$ cat config.mk
export PLATFORM = sky130hd
export DESIGN_NAME = sot_ctrl
export DESIGN_NICKNAME = d
export VERILOG_FILES = /design/src/rtl/core/sot_pkg.sv /design/src/rtl/core/sot_ctrl.sv
export SDC_FILE = /design/constraint.sdc
export NUM_CORES = 1
export LEC_CHECK = 0
export BUFFER_PORTS_ARGS = -buffer_cell sky130_fd_sc_hd__buf_2
export CELL_PAD_IN_SITES_DETAIL_PLACEMENT = 0
export CELL_PAD_IN_SITES_GLOBAL_PLACEMENT = 1
export CORE_AREA = 3 3 60 62
export DETAILED_ROUTE_END_ITERATION = 7
export DIE_AREA = 0 0 63 65
export PLACE_DENSITY_LB_ADDON = 0.1
export SYNTH_ARGS = -nofsm -noshare
export SYNTH_HDL_FRONTEND = slang
export SYNTH_SLANG_ARGS = --single-unit
$ cat constraint.sdc
create_clock -name clock -period 2.7 [get_ports clock]
set_input_delay 0.27 -clock clock [delete_from_list [all_inputs] [get_ports clock]]
set_output_delay 0.27 -clock clock [all_outputs]
set_load 0.005 [all_outputs]
$ cat src/rtl/core/sot_pkg.sv
// ============================================================================
// sot_pkg: stroke outline tessellator package
// Shared constants, command and status types and fixed point helpers.
// ============================================================================
`default_nettype none

package sot_pkg;

   // Number of vertices in one round cap disc.
   localparam int DISC_STEPS = 16;
   // Vertex index width: covers a disc and a quad.
   localparam int AW = $clog2(DISC_STEPS);
   // Disc phase advances by 65536/DISC_STEPS with a carried remainder.
   localparam int PH_STEP = 65536 / DISC_STEPS;
   localparam int PH_REM = 65536 % DISC_STEPS;
   localparam int PRW = $clog2(DISC_STEPS) + 1;
   // Width of the offset dividend and of the divider quotient.
   localparam int DIV_BITS = 46;

   // Quarter wave sine table, Q1.14.
   localparam logic [14:0] SIN_TAB [0:16] = '{
      15'd0, 15'd1606, 15'd3196, 15'd4756, 15'd6270, 15'd7723, 15'd9102,
      15'd10394, 15'd11585, 15'd12665, 15'd13623, 15'd14449, 15'd15137,
      15'd15679, 15'd16069, 15'd16305, 15'd16384
   };

   typedef enum logic [3:0] {
      OP_NONE,
      OP_CAPTURE,
      OP_SQ_DX,
      OP_SQ_DY,
      OP_CMP,
      OP_SQRT_START,
      OP_DIV_START,
      OP_QVERT,
      OP_DTRIG,
      OP_DXC,
      OP_DVERT,
      OP_AREA1,
      OP_AREA2,
      OP_CLOSE1,
      OP_CLOSE2,
      OP_READ
   } sot_op_type;

   typedef struct packed {
      sot_op_type      op;
      logic [AW-1:0]   idx;
      logic            quad;
      logic            disc_last;
      logic            run_final;
      logic            load_out;
      logic            commit;
   } sot_cmd_type;

   typedef struct packed {
      logic has_prev;
      logic b_last;
      logic seg_long;
      logic sq_busy;
      logic div_busy;
      logic out_free;
   } sot_stat_type;

   typedef enum logic [4:0] {
      S_IDLE,
      S_DISPATCH,
      S_SQX,
      S_SQY,
      S_CMP,
      S_CHK,
      S_SQRT_GO,
      S_SQRT_WAIT,
      S_DIV_GO,
      S_DIV_WAIT,
      S_QVERT,
      S_DTRIG,
      S_DXC,
      S_DVERT,
      S_AREA1,
      S_AREA2,
      S_CLOSE1,
      S_CLOSE2,
      S_EMIT_RD,
      S_EMIT_LD,
      S_COMMIT
   } sot_state_type;

   // Saturate a wide signed value to the 24 bit coordinate range.
   function automatic logic signed [23:0] sot_sat24(input logic signed [47:0] v);
      if (v > 48'sd8388607) begin
         return 24'sd8388607;
      end
      if (v < -48'sd8388608) begin
         return -24'sd8388608;
      end
      return v[23:0];
   endfunction

   // Sine over the first quarter, input 0..16384, linear interpolation.
   function automatic logic [14:0] sot_qsin(input logic [14:0] u);
      logic [4:0]  k;
      logic [9:0]  f;
      logic [14:0] d;
      logic [24:0] p;
      k = {1'b0, u[13:10]};
      f = u[9:0];
      d = SIN_TAB[k + 5'd1] - SIN_TAB[k];
      p = 25'(d) * 25'(f) + 25'd512;
      if (u[14]) begin
         return 15'd16384;
      end
      return SIN_TAB[k] + p[24:10];
   endfunction

   // Full wave sine of a 16 bit phase, Q1.14 signed.
   function automatic logic signed [15:0] sot_sin16(input logic [15:0] ph);
      logic [14:0] u;
      logic [14:0] m;
      u = ph[14] ? (15'd16384 - {1'b0, ph[13:0]}) : {1'b0, ph[13:0]};
      m = sot_qsin(u);
      return ph[15] ? -$signed({1'b0, m}) : $signed({1'b0, m});
   endfunction

endpackage

`default_nettype wire

$ cat src/rtl/core/sot_ctrl.sv
// ============================================================================
// sot_ctrl: stroke outline tessellator controller
// Sequences segment test, square root, divisions, polygon build and emission.
// ============================================================================
`default_nettype none

module sot_ctrl (
   input  wire logic                  clock,
   input  wire logic                  reset,
   input  wire logic                  in_valid,
   output logic                       in_ready,
   input  wire sot_pkg::sot_stat_type stat,
   output sot_pkg::sot_cmd_type       cmd
);
   import sot_pkg::*;

   sot_state_type state_ff, state_in;
   logic [AW-1:0] idx_ff, idx_in;
   logic          quad_ff, quad_in;
   logic          dlast_ff, dlast_in;

   always_ff @(posedge clock) begin
      if (reset) begin
         state_ff <= S_IDLE;
         idx_ff   <= '0;
         quad_ff  <= 1'b0;
         dlast_ff <= 1'b0;
      end else begin
         state_ff <= state_in;
         idx_ff   <= idx_in;
         quad_ff  <= quad_in;
         dlast_ff <= dlast_in;
      end
   end

   always_comb begin
      logic [AW-1:0] last_i;
      sot_state_type vstate;
      last_i = quad_ff ? AW'(3) : AW'(DISC_STEPS - 1);
      vstate = quad_ff ? S_QVERT : S_DTRIG;
      state_in = state_ff;
      idx_in = idx_ff;
      quad_in = quad_ff;
      dlast_in = dlast_ff;
      in_ready = 1'b0;
      cmd.op = OP_NONE;
      cmd.idx = idx_ff;
      cmd.quad = quad_ff;
      cmd.disc_last = dlast_ff;
      cmd.run_final = !quad_ff && (dlast_ff || !stat.b_last);
      cmd.load_out = 1'b0;
      cmd.commit = 1'b0;
      unique case (state_ff)
         S_IDLE: begin
            in_ready = 1'b1;
            if (in_valid) begin
               cmd.op = OP_CAPTURE;
               state_in = S_DISPATCH;
            end
         end
         S_DISPATCH: begin
            idx_in = '0;
            quad_in = 1'b0;
            if (stat.has_prev) begin
               state_in = S_SQX;
            end else if (stat.b_last) begin
               dlast_in = 1'b1;
               state_in = S_DTRIG;
            end else begin
               state_in = S_COMMIT;
            end
         end
         S_SQX: begin
            cmd.op = OP_SQ_DX;
            state_in = S_SQY;
         end
         S_SQY: begin
            cmd.op = OP_SQ_DY;
            state_in = S_CMP;
         end
         S_CMP: begin
            cmd.op = OP_CMP;
            state_in = S_CHK;
         end
         S_CHK: begin
            idx_in = '0;
            if (stat.seg_long) begin
               state_in = S_SQRT_GO;
            end else begin
               quad_in = 1'b0;
               dlast_in = 1'b0;
               state_in = S_DTRIG;
            end
         end
         S_SQRT_GO: begin
            cmd.op = OP_SQRT_START;
            state_in = S_SQRT_WAIT;
         end
         S_SQRT_WAIT: begin
            if (!stat.sq_busy) begin
               idx_in = '0;
               state_in = S_DIV_GO;
            end
         end
         S_DIV_GO: begin
            cmd.op = OP_DIV_START;
            state_in = S_DIV_WAIT;
         end
         S_DIV_WAIT: begin
            if (!stat.div_busy) begin
               if (idx_ff == AW'(3)) begin
                  idx_in = '0;
                  quad_in = 1'b1;
                  state_in = S_QVERT;
               end else begin
                  idx_in = idx_ff + AW'(1);
                  state_in = S_DIV_GO;
               end
            end
         end
         S_QVERT, S_DVERT: begin
            cmd.op = (state_ff == S_QVERT) ? OP_QVERT : OP_DVERT;
            if (idx_ff == '0) begin
               idx_in = idx_ff + AW'(1);
               state_in = vstate;
            end else begin
               state_in = S_AREA1;
            end
         end
         S_DTRIG: begin
            cmd.op = OP_DTRIG;
            state_in = S_DXC;
         end
         S_DXC: begin
            cmd.op = OP_DXC;
            state_in = S_DVERT;
         end
         S_AREA1: begin
            cmd.op = OP_AREA1;
            state_in = S_AREA2;
         end
         S_AREA2: begin
            cmd.op = OP_AREA2;
            if (idx_ff == last_i) begin
               state_in = S_CLOSE1;
            end else begin
               idx_in = idx_ff + AW'(1);
               state_in = vstate;
            end
         end
         S_CLOSE1: begin
            cmd.op = OP_CLOSE1;
            state_in = S_CLOSE2;
         end
         S_CLOSE2: begin
            cmd.op = OP_CLOSE2;
            idx_in = '0;
            state_in = S_EMIT_RD;
         end
         S_EMIT_RD: begin
            cmd.op = OP_READ;
            state_in = S_EMIT_LD;
         end
         S_EMIT_LD: begin
            if (stat.out_free) begin
               cmd.load_out = 1'b1;
               if (idx_ff == last_i) begin
                  idx_in = '0;
                  if (quad_ff) begin
                     quad_in = 1'b0;
                     dlast_in = 1'b0;
                     state_in = S_DTRIG;
                  end else if (!dlast_ff && stat.b_last) begin
                     dlast_in = 1'b1;
                     state_in = S_DTRIG;
                  end else begin
                     state_in = S_COMMIT;
                  end
               end else begin
                  idx_in = idx_ff + AW'(1);
                  state_in = S_EMIT_RD;
               end
            end
         end
         S_COMMIT: begin
            cmd.commit = 1'b1;
            state_in = S_IDLE;
         end
         default: begin
            state_in = S_IDLE;
         end
      endcase
   end

endmodule

`default_nettype wire

Yosys cells after proc, flatten, opt, wreduce, memory -nomap -nowiden

Cells that the tools add are included.

Output and inout bits: 14
Bits of input ports: 9
Register bits: 11
Logic and storage cells: 100

Muxes and demuxes: 44
Add/subtract/negate cells: 1
Reductions and logical operators: 17
Equal/unequal tests: 34

Operators with widths:

| operator              | count |
|---|---|
| $pmux W5 S19          | 1 |
| $pmux W4 S14          | 1 |
| $mux W5               | 10 |
| $eq A5 B4 Y1 const B  | 8 |
| $mux W4               | 10 |
| $eq A5 B5 Y1 const B  | 5 |
| $pmux W4 S6           | 1 |
| $ne A2 B2 Y1 const B  | 11 |
| $eq A5 B3 Y1 const B  | 4 |
| $mux W1               | 17 |
| $reduce_and A6 Y1     | 2 |
| $eq A5 B2 Y1 const B  | 2 |
| $reduce_and A7 Y1     | 1 |
| $reduce_bool A6 Y1    | 1 |
| $eq A5 B1 Y1 const B  | 1 |
| $logic_not A5 Y1      | 1 |
| $add A4 B1 Y4 const B | 1 |
| $eq A4 B2 Y1 const B  | 1 |
| $eq A4 B4 Y1          | 1 |
| $logic_not A4 Y1      | 1 |
| $pmux W1 S4           | 1 |
| $reduce_and A4 Y1     | 1 |
| $reduce_bool A4 Y1    | 1 |
| $logic_not A1 Y1      | 3 |
| other kinds (9)       | 10 |

Depth between registers and ports, before layout

Gate-level depths: netlist (run 1).

Depth after elaboration: 7
Mapped depth: 8

Worst setup path before layout (run 1)

OpenSTA, ideal clock, no wires.

Kind: register to register
From: register state_ff[1]
To: register dlast_ff
Cell stages (with the launch flop): 9
Library setup time: 0.123 ns
Period minus slack after synthesis: 1.836 ns
Data required time: 2.577 ns
Arrival: 1.713 ns
Path buffers: 2
Path slack: 0.864 ns
Cell sequence: dfxtp_1 -> buf_6 -> and2_4 -> buf_6 -> and3_4 -> nor4_4 -> nand2_1 -> o21ai_1 -> mux2_1

Cells in the longest elaborated chain, start to end: 3
Elaborated cells between the ends (all ways): 12
Classes of those cells: eq/ne: 9; mux: 1; reduce/logical: 2

Ends and longest elaborated chain:

| element                                              | RTL line       | text |
|---|---|---|
| start: declaration                                   | sot_ctrl.sv:17 | `sot_state_type state_ff, state_in;` |
| start signal: assignment                             | sot_ctrl.sv:29 | `state_ff <= state_in;` |
| $eq A5 B5 Y1, or another cell as far along           | sot_ctrl.sv:53 | `unique case (state_ff)` |
| $ne A3 B3 Y1 (no line), or another cell as far along | -              |  |
| $reduce_and A7 Y1 (no line)                          | -              |  |
| end signal: assignment                               | sot_ctrl.sv:32 | `dlast_ff <= dlast_in;` |
| end: declaration                                     | sot_ctrl.sv:20 | `logic dlast_ff, dlast_in;` |

Parallel ways exist; a longest one is shown, timed or not.
A chain may end at the register's enable or synchronous reset.

==> impl_results.md, run 1 <==
- Setup-failing EPs final: 0
- Most frequent cells in the layout: 22 x sky130_fd_sc_hd__buf_2, 18 x sky130_fd_sc_hd__a21oi_1, 13 x sky130_fd_sc_hd__nand2_1, 13 x sky130_fd_sc_hd__nor2_1, 11 x sky130_fd_sc_hd__dfxtp_1
- Number of endpoints with negative hold slack in the final report: 0
- Overall Global Routing Usage: 19.38%
- Clock Sink Count: 11
- Top achievable clock speed: 418.6 MHz
- Weighted congestion at the end of routability-driven global placement: 0.8976
- Number of buffers added by the clock tree synthesis step: 3
- Area added between synthesis and finish: 10.19%
- Core area: 0.003078 mm2
- Post-layout net count: 202
- Path type of the worst setup path: reg -> out
- Worst-path maximum fanout: 18
- Average wire per cell in the routed design: 16.11 um
- Most common cell after layout, fill and taps aside: sky130_fd_sc_hd__buf_2
- Endpoint type of the worst setup path: output pin
- Pin count of the biggest net entering global routing: 19
- Number of antenna violations at the first check in global routing: 0
- Arrival time at the worst endpoint: 2120 ps
- Diodes inserted: 0
- Post-synthesis average cell area: 7.478 um2
- Count of input and output buffers: 22
- Run status: finished clean
- Unrepaired setup endpoints after global routing: false
- Post-CTS setup buffers: 0
- Area of all placed cells without fillers: 0.001434 mm2
- Net count after synthesis: 185
- Standard-cell row count: 20
- Final period demand of the worst path: 2389 ps
- Sequential element share of the synthesized area: 16.92%
- Maximum capacitance violations: 0
- Synth unique cells: 54
- Post-Synthesis Cells: 174
- Max Transition Viols Final: 0
- Area enclosed by the die boundary: 0.004095 mm2
- Effective utilization at floorplan: 42.28%
- Congestion Overflow GR: 0
- Total wirelength of the detailed-routed design: 3769 um
- DR DRC count: 0
- Post-DRT Antenna Nets: 0
- Vias post-DR: 1365
- TritonRoute pass-1 iters: 4
- Hold crit path type: in -> reg
- Leak Pwr: 0.5654 nW
- Final cell utilization of the core: 46.59%
- Flip-flop and latch count after synthesis: 11
- Height of the die: 65 um
- Synthesis warning total: 0
- Number of synthesized flops with an enable pin: 0
- PwrDens: 435.1 mW/mm2
- Buffer depth of the longest clock path: 2
- Horizontal die dimension: 63 um
- Period utilization: 88.48%
- Netlist area before placement: 0.001301 mm2
- Htree depth: 1
- Worst relative slew slack: 59.02%
- First-pass GRT wire length: 6327 um
- Number of placed I/O pins: 23
- Placed wire-length estimate after detailed placement: 2952 um
- Clock insertion delay at the later pin of the skew report: 280 ps
- Slew at the pin closest to its max-slew limit: 599.2 ps
- Worst reg2reg setup slack: 430 ps
- Fraction of layout cells with a size suffix above 1: 23.68%
- Clock skew: 2.947 ps
- Number of non-filler instances in the completed layout: 234
- Clock slew at the register clock pins of the worst setup and hold paths: 70 ps
- # hold bufs at CTS: 0
- Via density per instance: 5.833
- Ys flop type: sky130_fd_sc_hd__dfxtp_1
- Total negative setup slack: 0 ps
- Clk Tree Root Cell: sky130_fd_sc_hd__clkbuf_4
- Initial detailed-routing violation count: 131
- Post-Place Cells: 230
- Fraction of registers with async set/reset: 0%
- CTS tree: built
- Filler Cell Count: 338
- Required arrival time at the worst endpoint: 2430 ps
- Number of instances resized during post-cts repair: 0
- Placed standard-cell area: 0.001408 mm2
- IR drop worst, VDD: 0.2236 mV
- Vias in the first global route: 1205
- Kind of start point of the critical path: flip-flop
## cells in the mapped netlist (3+ instances only)
cell,count,area (um2)
sky130_fd_sc_hd__o21ai_0,10,50.05
sky130_fd_sc_hd__buf_2,5,25.02
sky130_fd_sc_hd__nand2b_1,8,50.05
sky130_fd_sc_hd__o21ai_1,3,15.01
sky130_fd_sc_hd__and3_1,5,31.28
sky130_fd_sc_hd__a31oi_1,5,31.28
sky130_fd_sc_hd__nor3b_1,4,30.03
sky130_fd_sc_hd__buf_4,3,22.52
sky130_fd_sc_hd__nor2_1,13,48.80
sky130_fd_sc_hd__nand3_1,3,15.01
sky130_fd_sc_hd__or3b_1,3,26.28
sky130_fd_sc_hd__o221ai_1,3,26.28
sky130_fd_sc_hd__buf_1,3,11.26
sky130_fd_sc_hd__a32o_1,4,40.04
sky130_fd_sc_hd__nand2_1,13,48.80
sky130_fd_sc_hd__inv_1,5,18.77
sky130_fd_sc_hd__buf_6,3,33.78
sky130_fd_sc_hd__nor2b_1,9,56.30
sky130_fd_sc_hd__a21oi_1,18,90.09
sky130_fd_sc_hd__dfxtp_1,11,220.2
sky130_fd_sc_hd__nand3b_1,3,22.52
## area by class of cell
type / count / area [um2] / area share, %
multi-input cells: 143 / 965.9 / 67.36
repair buffers: 27 / 147.6 / 10.30
clock buffers: 4 / 26.28 / 1.832
well taps: 44 / 55.05 / 3.839
inverters: 5 / 18.77 / 1.309
flip-flops and latches: 11 / 220.2 / 15.36
## registers in the layout, indices dropped and copies added, names as in the netlist
| name | count |
|---|---|
| dlast_ff | 1 |
| idx_ff | 4 |
| quad_ff | 1 |
| state_ff | 5 |
## where the power goes
part | internal, mW | switching, mW | leakage (nW)
registers | 0.174 | 0.0434 | 0.0892
logic | 0.138 | 0.149 | 0.461
clock network | 0.0573 | 0.0627 | 0.0150
total | 0.368 | 0.255 | 0.565
## path summary, 6_finish.rpt
path                             from  cells past startpoint                        to
max          state_ff[4]$_SDFFE_PP0P_                      5                   cmd[10]
min                             reset                      2    idx_ff[0]$_SDFFE_PP0P_
max reg2reg  state_ff[3]$_SDFFE_PP0P_                      5  state_ff[1]$_SDFFE_PP0P_
min reg2reg    idx_ff[1]$_SDFFE_PP0P_                      2    idx_ff[1]$_SDFFE_PP0P_
## per-layer routing
layer / global-route usage [%] / up-vias / routed length [um]
met4: 5.785 / 0 / 59
met2: 31.49 / 47 / 1698
met1: 25.86 / 634 / 1786
li1: - / 677 / -
met3: 3.640 / 7 / 225
met5: 0 / - / 0
## cells by family (layout without fill, tap and decap cells)
| group | count (synthesis) | in the layout | synth area share, % |
|---|---|---|---|
| buffers and inverters | 20 | 36 | 8.845 |
| DFF | 11 | 11 | 16.92 |
| AOI/OAI and AO/OA | 63 | 63 | 33.27 |
| muxes | 2 | 2 | 1.635 |
| and+or+nand+nor | 76 | 76 | 37.40 |
| adders and majority gates | 2 | 2 | 1.923 |
## per-stage QoR
step | setup WS (ps) | hold WS [ps] | power (mW)
final | 310.9 | 297.4 | 0.6239
after global routing | 140.3 | 295.2 | 0.6722
after CTS | 308.8 | 294.5 | 0.6253
after detailed placement | 453.1 | 516.6 | 0.5050
after global placement | 402.5 | 507.8 | 0.5066
after floorplan | 864.0 | 497.3 | 0.4278
## worst max-delay path: stages, from the launching register on
cell and delay, ps:
sky130_fd_sc_hd__dfxtp_1 690, sky130_fd_sc_hd__or3b_1 560, sky130_fd_sc_hd__a21oi_1 230, sky130_fd_sc_hd__mux2i_1 110
sky130_fd_sc_hd__o31ai_1 80, sky130_fd_sc_hd__buf_2 160
Note: power is estimated with default switching activity, not from simulation.
==> run 2, diff against run 1 <==
clock period = 3 ns   (was 2.7 ns; I/O delays follow)
==> run 2 against run 1 <==
Effect of this change:
- cell count down 0.85%
- first-iteration DRC count fell by 30%
- sequential power down 9%
- cell area decreased by 1.0%
- setup slack gained 300 ps
- sequential cell count unchanged
- register-to-register slack better by 260 ps
- largest power group unchanged
- largest cell class unchanged
- total power fell by 11%
- global-route usage is 0.45 points lower
- worst hold slack improved by 21 ps
- non-clock buffer count down 2
==> impl_results.md, run 2 (synthesis gave the netlist of run 1 again) <==
- Congestion Overflow GR: 0 (unchanged)
- Number of endpoints with negative hold slack in the final report: 0 (unchanged)
- DR DRC count: 0 (unchanged)
- Area added between synthesis and finish: 9.038%
- Post-DRT Antenna Nets: 0 (unchanged)
- Number of placed I/O pins: 23 (unchanged)
- Via density per instance: 5.879 (+0.79%)
- Count of input and output buffers: 22 (unchanged)
- Slew at the pin closest to its max-slew limit: 658.7 ps (+59.53 ps)
- Filler Cell Count: 348 (+3.0%)
- M1 GR Usage: 25.91% (+0.050 points)
- Max Transition Viols Final: 0 (unchanged)
- Initial detailed-routing violation count: 92 (-30%)
- Clk Tree Root Cell: sky130_fd_sc_hd__clkbuf_4
- First-pass GRT wire length: 6251 um (-1.2%)
- Vias post-DR: 1364 (-0.073%)
- Global routing usage on met2: 31.49% (unchanged)
- Placed standard-cell area: 0.001393 mm2 (-1.1%)
- Most common cell after layout, fill and taps aside: sky130_fd_sc_hd__buf_2
- Clock Sink Count: 11 (unchanged)
- Final worst-path setup slack: 612.8 ps (+301.8 ps)
- Final cell utilization of the core: 46.10% (-0.49 points)
- Hold crit path type: in -> reg
- Pin count of the biggest net entering global routing: 24 (+5)
- TritonRoute pass-1 iters: 4 (unchanged)
- Worst-path maximum fanout: 18 (unchanged)
- Number of buffers added by the clock tree synthesis step: 3 (unchanged)
- Htree depth: 1 (unchanged)
- Unrepaired setup endpoints after global routing: false
- Path type of the worst setup path: reg -> out
- Dpl ws: 734.4 ps (+281.3 ps)
- Largest delay share family, worst path: flip-flops
- Post-Place Cells: 228 (-0.87%)
- Overall Global Routing Usage: 18.92% (-0.45 points)
- Number of instances resized during post-cts repair: 0 (unchanged)
- Horizontal die dimension: 63 um (unchanged)
- GRT met3 Usage: 1.906% (-1.7 points)
- PwrDens: 392.3 mW/mm2 (-9.8%)
- Top achievable clock speed: 418.9 MHz
- Biggest register: state_ff
- IR drop worst, VDD: 0.2005 mV (-10%)
- Busiest layer in global routing: met2
- Period utilization: 79.57%
- Weighted congestion at the end of routability-driven global placement: 0.8781 (-2.2%)
- Diodes inserted: 0 (unchanged)
- Clock insertion delay at the later pin of the skew report: 280 ps (about the same)
- Required arrival time at the worst endpoint: 2700 ps (+270 ps)
- Most frequent cells in the layout: 22 x sky130_fd_sc_hd__buf_2, 18 x sky130_fd_sc_hd__a21oi_1, 13 x sky130_fd_sc_hd__nand2_1, 13 x sky130_fd_sc_hd__nor2_1, 11 x sky130_fd_sc_hd__dfxtp_1
- Height of the die: 65 um (unchanged)
- Number of buffers and inverters on the critical path: 1 (unchanged)
- Number of antenna violations at the first check in global routing: 0 (unchanged)
- Number of non-filler instances in the completed layout: 232 (-0.85%)
- Buffer depth of the longest clock path: 2 (unchanged)
- Fraction of layout cells with a size suffix above 1: 22.87% (-0.81 points)
- Total negative setup slack: 0 ps (unchanged)
- Kind of start point of the critical path: flip-flop
- Critical path cell sequence: or3b_1, a21oi_1, mux2i_1, o31ai_1, buf_2
- Vias in the first global route: 1282 (+6.4%)
- Average wire per cell in the routed design: 16.38 um (+1.7%)
- Endpoint type of the worst setup path: output pin
- CTS tree: built
- Top flop regs: state_ff (5), idx_ff (4)
- Post-layout net count: 200 (-0.99%)
- Area of all placed cells without fillers: 0.001419 mm2 (-1.0%)
- Total Power Consumption: 556.6 uW (-11%)
- Area enclosed by the die boundary: 0.004095 mm2 (unchanged)
- Area occupied by multi-input gates: 965.9 um2 (unchanged)
- Crit-path max cell delay: 700 ps (about the same)
- Standard-cell row count: 20 (unchanged)
- Total wirelength of the detailed-routed design: 3799 um (+0.80%)
- Arrival time at the worst endpoint: 2090 ps (-30 ps)
- Run status: finished clean
- Max reg flops: 5 (unchanged)
- # hold bufs at CTS: 0 (unchanged)
- Sequential standard cell area: 220.2 um2 (unchanged)
- Setup-failing EPs final: 0 (unchanged)
- Placed wire-length estimate after detailed placement: 2870 um (-2.8%)
- Core area: 0.003078 mm2 (unchanged)
- Final period demand of the worst path: 2387 ps
- Effective utilization at floorplan: 42.28% (unchanged)
- Leak Pwr: 0.5547 nW (-1.9%)
- Hold_ws: 318.6 ps (+21.24 ps)
- Worst relative slew slack: 56.02% (-3.0 points)
- Clock slew at the register clock pins of the worst setup and hold paths: 80 ps (about the same)
- Post-CTS setup buffers: 0 (unchanged)
- Maximum capacitance violations: 0 (unchanged)
- Clock skew: 0.7078 ps (-2.239 ps)
- Worst-path cell with the longest stage delay: sky130_fd_sc_hd__dfxtp_1
## run 2: cell types whose count changed in the layout (fill, tap and decap cells not counted), sizes merged
cell	previous run	this run
buf	27	25
## run 2: cell type report
class | instances | share of cell area, %
sequential | 11 | 15.52
tap | 44 | 3.880
timing repair buffer | 25 | 9.347
inverter | 5 | 1.323
clock buffer | 4 | 1.852
multi-input combinational | 143 | 68.08
## run 2: routing by layer
| layer | share of wire (%) | vias to the layer above |
|---|---|---|
| met3 | 6.7 | 5 |
| li1 | - | 670 |
| met5 | 0 | - |
| met4 | 1.2 | 0 |
| met1 | 45 | 631 |
| met2 | 47 | 58 |
## run 2: worst paths after layout
check                           startpoint                endpoint  slack, ps  cells past startpoint
setup reg to reg  state_ff[4]$_SDFFE_PP0P_  idx_ff[3]$_SDFFE_PP0P_        690                      6
hold / removal                       reset  idx_ff[0]$_SDFFE_PP0P_        320                      2
setup / recovery  state_ff[4]$_SDFFE_PP0P_                 cmd[10]        610                      5
hold reg to reg     idx_ff[1]$_SDFFE_PP0P_  idx_ff[1]$_SDFFE_PP0P_        520                      2
## run 2: report_power, final
part	total, mW	switching, mW	internal, mW
Clock	0.110	0.0588	0.0516
Combinational	0.249	0.129	0.120
Sequential	0.198	0.0415	0.156
## run 2: worst register-to-register path, stage by stage, from the launching register on
cell	delay, ps
sky130_fd_sc_hd__dfxtp_1	700
sky130_fd_sc_hd__or3b_1	550
sky130_fd_sc_hd__nor3_4	310
sky130_fd_sc_hd__nor3_2	110
sky130_fd_sc_hd__o211a_4	180
sky130_fd_sc_hd__nor2b_1	140
sky130_fd_sc_hd__a32o_1	210
==> run 3, diff against run 2 <==
CORE_AREA = 3 3 62 64   (was 3 3 60 62)
DIE_AREA = 0 0 65 67   (was 0 0 63 65)
clock period = 2.3 ns   (was 3 ns; I/O delays follow)
==> run 3 against run 2 <==
Effect of this change:
- first-iteration DRC count grew 47%
- sequential cell count is the same
- setup slack lost 430 ps
- utilization shrank 1.7 points
- register-to-register slack lost 500 ps
- clock skew grew 9.4 ps
- sequential power grew 24%
- critical path type unchanged
- largest power group unchanged
==> impl_results.md, run 3 (synthesis gave the netlist of run 1 again) <==
- Filler Cell Count: 347 (-0.29%)
- Top achievable clock speed: 472.7 MHz
- Number of buffers and inverters on the critical path: 1 (unchanged)
- Crit-path max cell delay: 570 ps (-130 ps)
- IR drop worst, VDD: 0.2511 mV (+25%)
- Largest delay share family, worst path: simple AND/OR/NAND/NOR gates
- Initial detailed-routing violation count: 135 (+47%)
- Slew at the pin closest to its max-slew limit: 491.6 ps (-167.1 ps)
- Height of the die: 67 um (+3.1%)
- Weighted congestion at the end of routability-driven global placement: 0.9099 (+3.6%)
- Setup-failing EPs final: 0 (unchanged)
- Worst-path cell with the longest stage delay: sky130_fd_sc_hd__or3b_1
- Biggest register: state_ff
- Worst-path maximum fanout: 14 (-4)
- Hold crit path type: in -> reg
- First-pass GRT wire length: 6444 um (+3.1%)
- Htree depth: 1 (unchanged)
- Via density per instance: 5.834 (-0.77%)
- Clock slew at the register clock pins of the worst setup and hold paths: 80 ps (about the same)
- Total wirelength of the detailed-routed design: 3900 um (+2.7%)
- Top flop regs: state_ff (5), idx_ff (4)
- Clk Tree Root Cell: sky130_fd_sc_hd__clkbuf_4
- Standard-cell row count: 21 (+5.0%)
- Number of placed I/O pins: 23 (unchanged)
- CTS tree: built
- Endpoint type of the worst setup path: output pin
- Max Transition Viols Final: 0 (unchanged)
- Area added between synthesis and finish: 13.94%
- Worst relative slew slack: 67.18% (+11 points)
- Number of endpoints with negative hold slack in the final report: 0 (unchanged)
- Leak Pwr: 0.5908 nW (+6.5%)
- Min-Delay Startpoint: reset
- Clock Sink Count: 11 (unchanged)
- Path type of the worst setup path: reg -> out
- Run status: finished clean
- Final cell utilization of the core: 44.43% (-1.7 points)
- Pin count of the biggest net entering global routing: 16 (-33%)
- Vias post-DR: 1406 (+3.1%)
- Period utilization: 91.97%
- Arrival time at the worst endpoint: 1890 ps (-200 ps)
- Critical path cell sequence: or3b_1, a21oi_2, mux2i_1, o31ai_1, buf_2
- Max reg flops: 5 (unchanged)
- Number of buffers added by the clock tree synthesis step: 3 (unchanged)
- Critical path origin: state_ff[2]$_SDFFE_PP0P_
- Clock skew: 10.10 ps (+9.393 ps)
- DR DRC count: 0 (unchanged)
- Clock insertion delay at the later pin of the skew report: 280 ps (about the same)
- TritonRoute pass-1 iters: 4 (unchanged)
- Most common cell after layout, fill and taps aside: sky130_fd_sc_hd__buf_2
- Effective utilization at floorplan: 39.00% (-3.3 points)
- Dpl ws: 209.8 ps (-524.6 ps)
- Congestion Overflow GR: 0 (unchanged)
- Final worst-path setup slack: 184.7 ps (-428.1 ps)
- Count of input and output buffers: 22 (unchanged)
- Maximum capacitance violations: 0 (unchanged)
- Number of antenna violations at the first check in global routing: 0 (unchanged)
- Vias in the first global route: 1285 (+0.23%)
- Buffer depth of the longest clock path: 2 (unchanged)
- Most frequent cells in the layout: 22 x sky130_fd_sc_hd__buf_2, 17 x sky130_fd_sc_hd__a21oi_1, 13 x sky130_fd_sc_hd__nand2_1, 13 x sky130_fd_sc_hd__nor2_1
- Placed wire-length estimate after detailed placement: 3068 um (+6.9%)
- Fraction of layout cells with a size suffix above 1: 27.69% (+4.8 points)
- Horizontal die dimension: 65 um (+3.2%)
- Kind of start point of the critical path: flip-flop
- Total negative setup slack: 0 ps (unchanged)
- Core area: 0.003337 mm2 (+8.4%)
- Required arrival time at the worst endpoint: 2070 ps (-630 ps)
- PwrDens: 512.1 mW/mm2 (+31%)
- Reg-to-reg critical path startpoint: state_ff[2]$_SDFFE_PP0P_
- Area enclosed by the die boundary: 0.004355 mm2 (+6.3%)
- Post-DRT Antenna Nets: 0 (unchanged)
- Post-layout net count: 207 (+3.5%)
- Diodes inserted: 0 (unchanged)
- Overall Global Routing Usage: 19.15% (+0.23 points)
- Average wire per cell in the routed design: 16.18 um (-1.2%)
- Unrepaired setup endpoints after global routing: false
- Final period demand of the worst path: 2115 ps
- Post-CTS setup buffers: 0 (unchanged)
## run 3: changes by cell type in the layout (fill, tap and decap cells not counted), sizes merged
cell	previous run	this run
buf	25	32
## run 3: through the flow
stage	cells	instance area, um2	hold slack, ps	total power, mW
final	241	1483	269.5	0.7592
after global routing	241	1483	267.9	0.8173
after CTS	241	1474	262.0	0.7583
after detailed placement	237	1448	523.6	0.6196
after global placement	237	1448	511.0	0.6202
after floorplan	174	1301	463.4	0.5022
## run 3: layout make-up
type | count | area [um2] | share of cell area [%]
sequential | 11 | 222.7 | 15.02
tap | 46 | 57.56 | 3.882
multi-input combinational | 143 | 972.2 | 65.57
clock buffer | 4 | 26.28 | 1.772
timing repair buffer | 32 | 185.2 | 12.49
inverter | 5 | 18.77 | 1.266
## run 3: worst paths after layout
path / to / slack [ps] / cells past startpoint
max reg2reg: dlast_ff$_SDFFE_PP0P_ / 190 / 6
min: idx_ff[0]$_SDFFE_PP0P_ / 270 / 2
max: cmd[10] / 180 / 5
min reg2reg: idx_ff[1]$_SDFFE_PP0P_ / 530 / 2
## run 3: metal layers
| layer | track usage (%) | up-vias | wire length (um) |
|---|---|---|---|
| met5 | 0 | - | 0 |
| met4 | 8.179 | 0 | 95 |
| met3 | 2.361 | 10 | 306 |
| met2 | 31.03 | 59 | 1855 |
| met1 | 25.38 | 649 | 1643 |
| li1 | - | 688 | - |
## run 3: what timing repair did
item                                    in CTS  in global routing
endpoints found under the setup margin       0                  1
resized for setup                            0                  4
hold buffers                                 0                  0
## run 3: power breakdown
group / internal [mW] / switching (mW)
Combinational: 0.184 / 0.193
Sequential: 0.205 / 0.0409
Clock: 0.0673 / 0.0706
Total: 0.455 / 0.304
